==> config.mk <==
export PLATFORM = sky130hd
export DESIGN_NAME = touch_report_mapper_core_flat
export DESIGN_NICKNAME = d
export VERILOG_FILES = /design/src/design/trm_pkg.sv /design/src/design/trm_if.sv /design/src/design/touch_report_mapper_core.sv /design/src/flat_wrapper.sv
export SDC_FILE = /design/constraint.sdc
export NUM_CORES = 1
export LEC_CHECK = 0
export BUFFER_PORTS_ARGS = -buffer_cell sky130_fd_sc_hd__buf_2
export CORE_ASPECT_RATIO = 0.75
export CORE_UTILIZATION = 52
export CTS_CLUSTER_DIAMETER = 50
export DETAILED_ROUTE_END_ITERATION = 10
export PLACE_DENSITY_LB_ADDON = 0.3
export SETUP_SLACK_MARGIN = 0.3
export SLEW_MARGIN = 5
export SYNTH_ARGS = -nofsm -noshare
export SYNTH_HDL_FRONTEND = slang
export SYNTH_SLANG_ARGS = --single-unit
==> constraint.sdc <==
create_clock -name i_clk -period 4.3 [get_ports i_clk]
set_clock_uncertainty 0.15 [all_clocks]
set_input_delay 0.43 -clock i_clk [delete_from_list [all_inputs] [get_ports i_clk]]
set_output_delay 0.43 -clock i_clk [all_outputs]
set_load 0.01 [all_outputs]
==> src/design/trm_pkg.sv <==
`default_nettype none

package trm_pkg;

    localparam int COORD_W = 16;
    localparam int COUNT_W = 4;
    localparam int MASK_W  = 10;
    localparam int CFG_IDX_W = 3;

    // Largest number of point items taken from one frame.
    localparam logic [COUNT_W-1:0] MAX_TOUCH_POINTS = 4'd10;

    typedef logic [COORD_W-1:0]   t_coord;
    typedef logic [COUNT_W-1:0]   t_count;
    typedef logic [MASK_W-1:0]    t_mask;
    typedef logic [CFG_IDX_W-1:0] t_cfg_idx;

    // Configuration register indexes.
    localparam t_cfg_idx CFG_SCREEN_WIDTH  = 3'd0;
    localparam t_cfg_idx CFG_SCREEN_HEIGHT = 3'd1;
    localparam t_cfg_idx CFG_PANEL_ID      = 3'd2;
    localparam t_cfg_idx CFG_LANDSCAPE     = 3'd3;
    localparam t_cfg_idx CFG_MAX_POINTS    = 3'd4;

    localparam t_coord RST_SCREEN_WIDTH  = 16'd800;
    localparam t_coord RST_SCREEN_HEIGHT = 16'd480;
    localparam t_coord RST_PANEL_ID      = 16'd0;
    localparam t_count RST_MAX_POINTS    = 4'd5;

    localparam logic [7:0] STATUS_READY_BIT = 8'h80;
    localparam logic [7:0] STATUS_COUNT_MSK = 8'h0F;

    localparam logic REQ_STATUS = 1'b0;
    localparam logic REQ_POINT  = 1'b1;

    localparam t_coord PANEL_A = 16'h5510;
    localparam t_coord PANEL_B = 16'h5310;
    localparam t_coord PANEL_C = 16'h7796;
    localparam t_coord PANEL_D = 16'h7789;
    localparam t_coord PANEL_E = 16'h9806;

    typedef struct packed {
        logic   point_valid;
        t_coord map_x;
        t_coord map_y;
        t_count slot;
        logic   frame_done;
        t_count touch_count;
        logic   pressed;
        t_mask  touch_mask;
        logic   clear_status;
        logic   press_edge;
    } t_result;

    // Panels whose preferred orientation is the opposite of the default one.
    function automatic logic is_inverted_panel(input t_coord id);
        is_inverted_panel = (id == PANEL_A) || (id == PANEL_B) || (id == PANEL_C) ||
                            (id == PANEL_D) || (id == PANEL_E);
    endfunction

endpackage

`default_nettype wire

==> src/design/trm_if.sv <==
`default_nettype none

interface trm_req_if import trm_pkg::*; ();
    logic   valid;
    logic   ready;
    logic   req_type;
    logic   [7:0] status_byte;
    t_coord raw_x;
    t_coord raw_y;
    logic   read_failed;

    modport source (output valid, req_type, status_byte, raw_x, raw_y, read_failed,
                    input ready);
    modport sink   (input valid, req_type, status_byte, raw_x, raw_y, read_failed,
                    output ready);
endinterface

interface trm_res_if import trm_pkg::*; ();
    logic   valid;
    logic   ready;
    logic   point_valid;
    t_coord map_x;
    t_coord map_y;
    t_count slot;
    logic   frame_done;
    t_count touch_count;
    logic   pressed;
    t_mask  touch_mask;
    logic   clear_status;
    logic   press_edge;

    modport source (output valid, point_valid, map_x, map_y, slot, frame_done,
                    touch_count, pressed, touch_mask, clear_status, press_edge,
                    input ready);
    modport sink   (input valid, point_valid, map_x, map_y, slot, frame_done,
                    touch_count, pressed, touch_mask, clear_status, press_edge,
                    output ready);
endinterface

interface trm_cfg_if import trm_pkg::*; ();
    logic     valid;
    logic     ready;
    t_cfg_idx index;
    t_coord   data;

    modport source (output valid, index, data, input ready);
    modport sink   (input valid, index, data, output ready);
endinterface

`default_nettype wire

==> src/design/touch_report_mapper_core.sv <==
// Channel    Direction  Port     Carries
// request    in         i_req    req_type, status_byte, raw_x, raw_y, read_failed
// result     out        o_res    one result per request, mapped point and frame summary
// config     in         i_cfg    register index and write data, always ready
//
// Each request is decoded, mapped and registered into the result register in the
// cycle it is accepted, and its result appears in the next cycle. One request per
// cycle is taken while the result register is empty or is being drained in the same
// cycle. Reset (synchronous, active low) closes any frame, clears the press history
// and restores the register defaults.
`default_nettype none

module touch_report_mapper_core import trm_pkg::*; #(
    parameter t_count MAX_TOUCH_PTS = MAX_TOUCH_POINTS
) (
    input  wire         i_clk,
    input  wire         i_rst_n,
    trm_req_if.sink     i_req,
    trm_res_if.source   o_res,
    trm_cfg_if.sink     i_cfg
);

    // Configuration registers
    t_coord r_width, r_height, r_panel_id;
    logic   r_landscape;
    t_count r_max_points;

    // Frame state
    logic   r_frame_open, n_frame_open;
    t_count r_points_left, n_points_left;
    t_count r_valid_cnt, n_valid_cnt;
    t_mask  r_slot_mask, n_slot_mask;
    logic   r_last_pressed, n_last_pressed;

    // Result register
    logic    r_out_valid;
    t_result r_res, n_res;

    logic accept;
    logic ready_bit;
    t_count status_cnt;
    logic use_rot, rot_in, id_in, map_ok;
    t_coord map_x, map_y;
    t_count left_dec, cnt_inc;
    t_mask slot_onehot;
    t_mask mask_upd;
    logic pr;

    assign i_cfg.ready = 1'b1;
    assign i_req.ready = !r_out_valid || o_res.ready;
    assign accept      = i_req.valid && i_req.ready;

    always_ff @(posedge i_clk) begin
        if (!i_rst_n) begin
            r_width      <= RST_SCREEN_WIDTH;
            r_height     <= RST_SCREEN_HEIGHT;
            r_panel_id   <= RST_PANEL_ID;
            r_landscape  <= 1'b0;
            r_max_points <= RST_MAX_POINTS;
        end else if (i_cfg.valid) begin
            case (i_cfg.index)
                CFG_SCREEN_WIDTH:  r_width      <= i_cfg.data;
                CFG_SCREEN_HEIGHT: r_height     <= i_cfg.data;
                CFG_PANEL_ID:      r_panel_id   <= i_cfg.data;
                CFG_LANDSCAPE:     r_landscape  <= i_cfg.data[0];
                CFG_MAX_POINTS:    r_max_points <= i_cfg.data[COUNT_W-1:0];
                default: ;
            endcase
        end
    end

    // The rotated candidate is inside exactly when raw_y < W and raw_x < H, the
    // identity one when raw_x < W and raw_y < H. The preferred candidate is used when it
    // is inside, else the other one if it is inside, else the point maps to zero.
    always_comb begin
        use_rot = is_inverted_panel(r_panel_id) ? r_landscape : !r_landscape;
        rot_in  = (i_req.raw_y < r_width) && (i_req.raw_x < r_height);
        id_in   = (i_req.raw_x < r_width) && (i_req.raw_y < r_height);
        map_ok  = rot_in || id_in;
        if (rot_in && (use_rot || !id_in)) begin
            map_x = r_width - 16'd1 - i_req.raw_y;
            map_y = i_req.raw_x;
        end else if (id_in) begin
            map_x = i_req.raw_x;
            map_y = i_req.raw_y;
        end else begin
            map_x = '0;
            map_y = '0;
        end
    end

    always_comb begin
        n_frame_open   = r_frame_open;
        n_points_left  = r_points_left;
        n_valid_cnt    = r_valid_cnt;
        n_slot_mask    = r_slot_mask;
        n_last_pressed = r_last_pressed;
        n_res          = '0;

        ready_bit   = (i_req.status_byte & STATUS_READY_BIT) != 8'h00;
        status_cnt  = i_req.status_byte[COUNT_W-1:0] & STATUS_COUNT_MSK[COUNT_W-1:0];
        left_dec    = (r_points_left != '0) ? r_points_left - 4'd1 : '0;
        cnt_inc     = r_valid_cnt + 4'd1;
        slot_onehot = t_mask'(1'b1) << r_valid_cnt;
        mask_upd    = r_slot_mask | slot_onehot;
        pr          = 1'b0;

        if (i_req.req_type == REQ_STATUS) begin
            // A status always closes whatever frame was open.
            n_frame_open = 1'b0;
            if (!i_req.read_failed) begin
                n_res.clear_status = ready_bit && (status_cnt <= r_max_points);
                if (!ready_bit || status_cnt == '0 || status_cnt > r_max_points) begin
                    n_res.frame_done = 1'b1;
                end else begin
                    n_frame_open  = 1'b1;
                    n_points_left = (status_cnt < MAX_TOUCH_PTS) ? status_cnt
                                                                : MAX_TOUCH_PTS;
                    n_valid_cnt   = '0;
                    n_slot_mask   = '0;
                end
            end
        end else if (r_frame_open) begin
            if (!i_req.read_failed && map_ok) begin
                n_res.point_valid = 1'b1;
                n_res.map_x       = map_x;
                n_res.map_y       = map_y;
                n_res.slot        = r_valid_cnt;
                n_slot_mask       = mask_upd;
                n_valid_cnt       = cnt_inc;
            end
            n_points_left = left_dec;
            if (left_dec == '0) begin
                pr                 = n_valid_cnt != '0;
                n_res.frame_done   = 1'b1;
                n_res.touch_count  = n_valid_cnt;
                n_res.pressed      = pr;
                n_res.touch_mask   = pr ? n_slot_mask : '0;
                n_res.press_edge   = pr && !r_last_pressed;
                n_last_pressed     = pr;
                n_frame_open       = 1'b0;
            end
        end
    end

    always_ff @(posedge i_clk) begin
        if (!i_rst_n) begin
            r_frame_open   <= 1'b0;
            r_points_left  <= '0;
            r_valid_cnt    <= '0;
            r_slot_mask    <= '0;
            r_last_pressed <= 1'b0;
            r_out_valid    <= 1'b0;
        end else begin
            if (accept) begin
                r_frame_open   <= n_frame_open;
                r_points_left  <= n_points_left;
                r_valid_cnt    <= n_valid_cnt;
                r_slot_mask    <= n_slot_mask;
                r_last_pressed <= n_last_pressed;
                r_out_valid    <= 1'b1;
            end else if (o_res.ready) begin
                r_out_valid    <= 1'b0;
            end
        end
    end

    always_ff @(posedge i_clk) begin
        if (accept) begin
            r_res <= n_res;
        end
    end

    assign o_res.valid        = r_out_valid;
    assign o_res.point_valid  = r_res.point_valid;
    assign o_res.map_x        = r_res.map_x;
    assign o_res.map_y        = r_res.map_y;
    assign o_res.slot         = r_res.slot;
    assign o_res.frame_done   = r_res.frame_done;
    assign o_res.touch_count  = r_res.touch_count;
    assign o_res.pressed      = r_res.pressed;
    assign o_res.touch_mask   = r_res.touch_mask;
    assign o_res.clear_status = r_res.clear_status;
    assign o_res.press_edge   = r_res.press_edge;

endmodule

`default_nettype wire

==> src/flat_wrapper.sv <==
// flat-port wrapper written by rule: the top's interface ports become plain ports
module touch_report_mapper_core_flat import trm_pkg::*;
#(
    parameter t_count MAX_TOUCH_PTS = MAX_TOUCH_POINTS
)
  (i_clk, i_rst_n, i_req_valid, i_req_req_type, i_req_status_byte, i_req_raw_x, i_req_raw_y, i_req_read_failed, i_req_ready, o_res_valid, o_res_point_valid, o_res_map_x, o_res_map_y, o_res_slot, o_res_frame_done, o_res_touch_count, o_res_pressed, o_res_touch_mask, o_res_clear_status, o_res_press_edge, o_res_ready, i_cfg_valid, i_cfg_index, i_cfg_data, i_cfg_ready);
  trm_req_if i_req_i ();
  trm_res_if o_res_i ();
  trm_cfg_if i_cfg_i ();
  input  wire i_clk;
  input  wire i_rst_n;
  input wire logic [$bits(i_req_i.valid)-1:0] i_req_valid;
  input wire logic [$bits(i_req_i.req_type)-1:0] i_req_req_type;
  input wire logic [$bits(i_req_i.status_byte)-1:0] i_req_status_byte;
  input wire logic [$bits(i_req_i.raw_x)-1:0] i_req_raw_x;
  input wire logic [$bits(i_req_i.raw_y)-1:0] i_req_raw_y;
  input wire logic [$bits(i_req_i.read_failed)-1:0] i_req_read_failed;
  output wire logic [$bits(i_req_i.ready)-1:0] i_req_ready;
  output wire logic [$bits(o_res_i.valid)-1:0] o_res_valid;
  output wire logic [$bits(o_res_i.point_valid)-1:0] o_res_point_valid;
  output wire logic [$bits(o_res_i.map_x)-1:0] o_res_map_x;
  output wire logic [$bits(o_res_i.map_y)-1:0] o_res_map_y;
  output wire logic [$bits(o_res_i.slot)-1:0] o_res_slot;
  output wire logic [$bits(o_res_i.frame_done)-1:0] o_res_frame_done;
  output wire logic [$bits(o_res_i.touch_count)-1:0] o_res_touch_count;
  output wire logic [$bits(o_res_i.pressed)-1:0] o_res_pressed;
  output wire logic [$bits(o_res_i.touch_mask)-1:0] o_res_touch_mask;
  output wire logic [$bits(o_res_i.clear_status)-1:0] o_res_clear_status;
  output wire logic [$bits(o_res_i.press_edge)-1:0] o_res_press_edge;
  input wire logic [$bits(o_res_i.ready)-1:0] o_res_ready;
  input wire logic [$bits(i_cfg_i.valid)-1:0] i_cfg_valid;
  input wire logic [$bits(i_cfg_i.index)-1:0] i_cfg_index;
  input wire logic [$bits(i_cfg_i.data)-1:0] i_cfg_data;
  output wire logic [$bits(i_cfg_i.ready)-1:0] i_cfg_ready;
  assign i_req_i.valid = i_req_valid;
  assign i_req_i.req_type = i_req_req_type;
  assign i_req_i.status_byte = i_req_status_byte;
  assign i_req_i.raw_x = i_req_raw_x;
  assign i_req_i.raw_y = i_req_raw_y;
  assign i_req_i.read_failed = i_req_read_failed;
  assign i_req_ready = i_req_i.ready;
  assign o_res_valid = o_res_i.valid;
  assign o_res_point_valid = o_res_i.point_valid;
  assign o_res_map_x = o_res_i.map_x;
  assign o_res_map_y = o_res_i.map_y;
  assign o_res_slot = o_res_i.slot;
  assign o_res_frame_done = o_res_i.frame_done;
  assign o_res_touch_count = o_res_i.touch_count;
  assign o_res_pressed = o_res_i.pressed;
  assign o_res_touch_mask = o_res_i.touch_mask;
  assign o_res_clear_status = o_res_i.clear_status;
  assign o_res_press_edge = o_res_i.press_edge;
  assign o_res_i.ready = o_res_ready;
  assign i_cfg_i.valid = i_cfg_valid;
  assign i_cfg_i.index = i_cfg_index;
  assign i_cfg_i.data = i_cfg_data;
  assign i_cfg_ready = i_cfg_i.ready;
  touch_report_mapper_core #(.MAX_TOUCH_PTS(MAX_TOUCH_PTS)) u_core (.i_clk(i_clk), .i_rst_n(i_rst_n), .i_req(i_req_i), .o_res(o_res_i), .i_cfg(i_cfg_i));
endmodule
# --- Yosys cells after proc, flatten, opt, wreduce, memory -nomap -nowiden ---
# Index checks and enable logic that the tools add are counted.
word_totals:
  regBits: 129
  input_bits: 66
  output_inout_bits: 58
  wordCells: 123
classes:
  addsub: 4
  n_lt_le_gt_ge: 7
  eq_ne: 12
  shifts: 1
  mux: 37
  bitwise_logic: 1
  reduce_logical: 40
op_table:
  columns: ["op", "n"]
  rows:
  - ["$mux 16", 6]
  - ["$eq 16x15->1 const B", 4]
  - ["$lt 16x16->1", 4]
  - ["$mux 10", 6]
  - ["$mux 4", 13]
  - ["$mux 37", 1]
  - ["$eq 16x16->1 const B", 1]
  - ["$sub 16x1->16 const B", 1]
  - ["$sub 16x16->16", 1]
  - ["$reduce_and 2->1", 6]
  - ["$reduce_and 4->1", 3]
  - ["$mux 1", 11]
  - ["$or 10x10->10", 1]
  - ["$shl 1x4->10 const A", 1]
  - ["$logic_or 1x1->1", 9]
  - ["$logic_not 4->1", 2]
  - ["$reduce_bool 4->1", 2]
  - ["$logic_and 1x1->1", 7]
  - ["$eq 3x2->1 const B", 2]
  - ["$logic_not 1->1", 6]
  - ["$reduce_and 3->1", 2]
  - ["$add 4x1->4 const B", 1]
  - ["$gt 4x4->1", 1]
  - ["$le 4x4->1", 1]
  - ["9 further kinds", 10]

# --- Depth between registers and ports, before layout ---
depth:
  word_depth: 12
  ltp_mapped: 15
  depth_no_buf: 12

# --- Worst setup path before layout ---
# Ideal clock, no wire load.
synth_timing:
  path_kind: "input to register"
  start: "input o_res_ready"
  end: "register u_core.r_valid_cnt[2]"
  setup_ns: 0.137
  arrival_ns: 3.974
  required_time_ns: 4.013
  path_slack_ns: 0.039
  stages: 7
  path_buffers: 1
  path_cell_list: "nand2b_1 -> and2_0 -> nand4_1 -> nand2b_1 -> clkbuf_1 -> a21boi_0 -> o32ai_1"
synth_between:
  elab_chain_len: 3
synth_rtl:
  columns: ["item", "line_no", "rtl"]
  rows:
  - ["start, declared", "flat_wrapper.sv:30", "input wire logic [$bits(o_res_i.ready)-1:0] o_res_ready;"]
  - ["$logic_or 1x1->1", "touch_report_mapper_core.sv:50", "assign i_req.ready = !r_out_valid || o_res.ready;"]
  - ["$logic_and 1x1->1", "touch_report_mapper_core.sv:51", "assign accept = i_req.valid && i_req.ready;"]
  - ["net u_core.accept", "touch_report_mapper_core.sv:39", "logic accept;"]
  - ["$reduce_and 4->1 (no line)", null, null]
  - ["end signal, assigned", "touch_report_mapper_core.sv:158", "r_valid_cnt <= n_valid_cnt;"]
  - ["end, declared", "touch_report_mapper_core.sv:31", "t_count r_valid_cnt, n_valid_cnt;"]
# The timed path passes the listed nets, and every way through them passes these cells.
# A chain may end at the register's enable or synchronous reset.

# --- Final worst setup path ---
layout_timing:
  start: "register u_core.r_width[1]"
  end: "register u_core.r_res (netlist bit u_core.o_res.touch_mask[7]), data pin"
layout_between:
  elab_chain_len: 9
  word_cells_on_any_way: 12
  classes_between: "order compare (2); mux (4); reduce/logical (6)"
layout_rtl:
  columns: ["item", "line_no", "rtl"]
  rows:
  - ["start, declared", "touch_report_mapper_core.sv:24", "t_coord r_width, r_height, r_panel_id;"]
  - ["start signal, assigned", "touch_report_mapper_core.sv:62", "CFG_SCREEN_WIDTH: r_width <= i_cfg.data;"]
  - ["$lt 16x16->1 (on tied branches)", "touch_report_mapper_core.sv:77, touch_report_mapper_core.sv:78", null]
  - ["$logic_and 1x1->1 (on tied branches)", "touch_report_mapper_core.sv:77, touch_report_mapper_core.sv:78", null]
  - ["$logic_or 1x1->1 *", "touch_report_mapper_core.sv:79", "map_ok = rot_in || id_in;"]
  - ["$logic_and 1x1->1 *", "touch_report_mapper_core.sv:124", "if (!i_req.read_failed && map_ok) begin"]
  - ["$mux 4", "touch_report_mapper_core.sv:124", null]
  - ["$mux 4", "touch_report_mapper_core.sv:123", "end else if (r_frame_open) begin"]
  - ["$mux 4", "touch_report_mapper_core.sv:108", "if (i_req.req_type == REQ_STATUS) begin"]
  - ["$reduce_bool 4->1", "touch_report_mapper_core.sv:134", "pr = n_valid_cnt != '0;"]
  - ["$reduce_and 4->1 (no line)", null, null]
  - ["end signal, assigned", "touch_report_mapper_core.sv:170", "r_res <= n_res;"]
  - ["end, declared", "touch_report_mapper_core.sv:37", "t_result r_res, n_res;"]
# Every way passes the cells marked *; elsewhere a longest branch is shown, timed or not. The select of a mux whose other input is x is not followed.

==> results.tsv <==
stage	metric	value	unit
outcome	status	complete, no violations	
clock_tree	post_cts_resized	0	
flow_run	maxCapViolCount	0	
logic_synthesis	syn_inst	886	
sta	slew_headroom	0.317	
logic_synthesis	synth.net_count	1037	
critical_path	critPathMaxFanout	12	
sta	finalMaxSlewViolations	0	
global_route	antenna_found_initial	0	
die	row_count	38	
global_route	grt_pass1_wl	30600	µm
global_route	grt_usage	0.260	
cells_and_area	syn2layout_area_growth	17.7	%
logic_synthesis	yosysSeqAreaShare	0.408	
die	io_pins	124	
route	wl	19200	µm
power	leakagePower	3.54	nW
logic_synthesis	synthesis.area	0.00768	mm²
power	power_density	349	mW/mm²
logic_synthesis	synth_seq_cells	129	
die	start_util	0.531	
clock_tree	cts_max_path_buffers	2	
place	dp_worst_setup_slack	666	ps
die	core	0.0145	mm²
logic_synthesis	synth_edf_count	55	
route	antenna_left	0	
clock_tree	clkTransAtPathRegs	60	ps
clock_tree	ctsHoldBuffers	0	
route	num_vias	6778	
route	via_per_inst	5.61	
clock_tree	cts_tree	built	
route	drc	0	
route	first_iter_violations	751	
logic_synthesis	syn_avg_cell_area	8.66	µm²
global_route	first_global_vias	5929	
sta	rsz0062_at_grt	no	
sta	hold_viol_final	0	
sta	worst_slew_pin_slew	1020	ps
min_path	hold_path.class	primary input to flip-flop	
sta	max_clock_freq	0.293	GHz
cells_and_area	nNetsFinal	1146	
sta	setup_viol	0	
logic_synthesis	yosys_warnings	0	
place	hpwlAfterDp	14200	µm
die	die_y	107	µm
logic_synthesis	async_reset_ff_frac	0	
critical_path	worstSetupPathType	flip-flop to flip-flop	
place	port_buffers	119	
global_route	grt_overflow	0	
power	max-vdd-ir-drop	270	µV
clock_tree	insertion_delay	420	ps
place	gp_congestion	0.942	
critical_path	cp.arrival	3410	ps
clock_tree	cts_sinks	129	
cells_and_area	drive_above_1_share	0.168	
clock_tree	cts-htree-levels	4	
clock_tree	cts-buffers-inserted	17	
sta	finalSetupTns	0	ps
sta	fin_crit	3410	ps
critical_path	required	4290	ps
logic_synthesis	ys_types	64	
cells_and_area	n_antenna_cell	0	
sta	worst_slack	886	ps
clock_tree	cts_post_setup_buffers_inserted	0	
route	dr.pass1.iters	5	
critical_path	cp-start-kind	flip-flop	
sta	min_period_over_period	0.794	
critical_path	endpoint_kind	flip-flop	
logic_synthesis	synth_ff_type	dfxtp_1	
clock_tree	cts_root_buf	clkbuf_16	
die	dieArea	0.0153	mm²
die	fp.dieW	142	µm
route	wl_per_cell	15.9	µm
global_route	grt_start_max_net_pins	59	
kinds of logic after synthesis:
kind of cell,count (synthesis),synth area share
and+or+nand+nor,317,0.187
AOI/OAI and AO/OA,228,0.185
DFF,129,0.408
buffers and inverters,104,0.0536
adders and majority gates,85,0.140
xor gates and xnor gates,15,0.0171
muxes,7,0.00929
other,1,0.000489
per-stage QoR:
step	cells	hold WS [ps]	instance area (µm²)	util	total power [W]
finish	1208	111	9030	0.625	0.00316
floorplan	886	281	7680	-	0.00158
global placement	1176	292	8440	0.584	0.00171
CTS	1208	105	9030	0.625	0.00317
detailed placement	1176	294	8440	0.584	0.00172
global route	1208	111	9030	0.625	0.00328
metal layers:
layer	GRT usage	vias to the layer above	part of all wire
met1	0.401	3131	0.50
met4	0.0791	0	0.015
met2	0.361	244	0.41
met5	0	-	0
met3	0.0482	23	0.076
li1	-	3380	-
final cells by class:
type | instances | area, µm²
tap | 200 | 250
sequential | 129 | 3130
clock buffer | 18 | 429
timing repair buffer | 131 | 686
fill | 1298 | 5420
multi-input combinational | 653 | 4140
clock inverter | 14 | 164
inverter | 63 | 236
power by group:
| group | leakage [nW] | internal (W) | switching [W] |
|---|---|---|---|
| combinational | 2.09 | 0.000139 | 0.000232 |
| clock | 0.290 | 0.000909 | 0.000550 |
| sequential | 1.15 | 0.00131 | 0.0000151 |
cell usage in the layout, fill, tap and decap left out, types with 13 or more instances in the layout:
cell type  netlist  routed
a21oi_1        107     106
buf_2           11     119
clkbuf_16        0      17
dfxtp_1         74      74
edfxtp_1        55      55
ha_1            84      84
inv_1           62      62
nand2_1        157     157
nand3_1         20      20
nand4_1         15      15
nor2_1          59      59
nor3_1          13      13
o211ai_1        27      27
o21ai_0         22      22
or3_1           17      17
registers in the layout, indices dropped and copies added (netlist names), 4 cells and up:
signal,count
u_core.o_res.touch_mask,10
u_core.r_slot_mask,10
u_core.r_max_points,4
u_core.r_width,16
u_core.o_res.map_x,16
u_core.r_points_left,4
u_core.r_valid_cnt,4
u_core.r_panel_id,16
u_core.o_res.touch_count,4
u_core.o_res.slot,4
u_core.o_res.map_y,16
u_core.r_height,16
worst paths after layout:
| kind | to | startpoint | slack, ps | cells after the start |
|---|---|---|---|---|
| setup / recovery | u_core.o_res.touch_mask[7] | u_core.r_width[1] | 890 | 9 |
| hold / removal | u_core.o_res.valid | i_req_valid | 110 | 3 |
| setup reg to reg | u_core.o_res.touch_mask[7] | u_core.r_width[1] | 890 | 9 |
| hold reg to reg | u_core.r_height[9] | u_core.r_height[9] | 300 | 2 |
cells in the mapped netlist (3+ instances only):
master	number	area [µm²]
o32ai_1	3	26.3
edfxtp_1	55	1650
buf_2	11	55.1
a211o_1	3	26.3
o21a_1	7	52.6
o211ai_1	27	203
nand3_1	20	100
o21ai_0	22	110
nand2_1	157	589
mux2i_1	6	60.1
nor2_1	59	221
nor3_1	13	65.1
o31a_1	3	26.3
inv_1	62	233
nor4_1	3	18.8
a21oi_1	107	536
xnor2_1	12	105
nand4_1	15	93.8
a22o_1	6	52.6
a21boi_0	3	22.5
a21o_1	3	22.5
o31ai_1	3	22.5
nand2b_1	5	31.3
o41ai_1	3	26.3
dfxtp_1	74	1480
or3_1	17	106
nor2b_1	7	43.8
and4_1	3	26.3
clkbuf_1	27	101
a31oi_1	12	75.1
and3_1	5	31.3
xor2_1	3	26.3
ha_1	84	1050
a211oi_1	9	67.6
critical path, stage by stage (launching register included):
cell,delay (ps)
dfxtp_1,430
inv_1,120
ha_1,280
a211o_1,260
a21oi_1,160
o41ai_1,110
or4_1,630
a211oi_1,330
a311o_1,550
nor2_1,110
(Power assumes the default switching activity.)
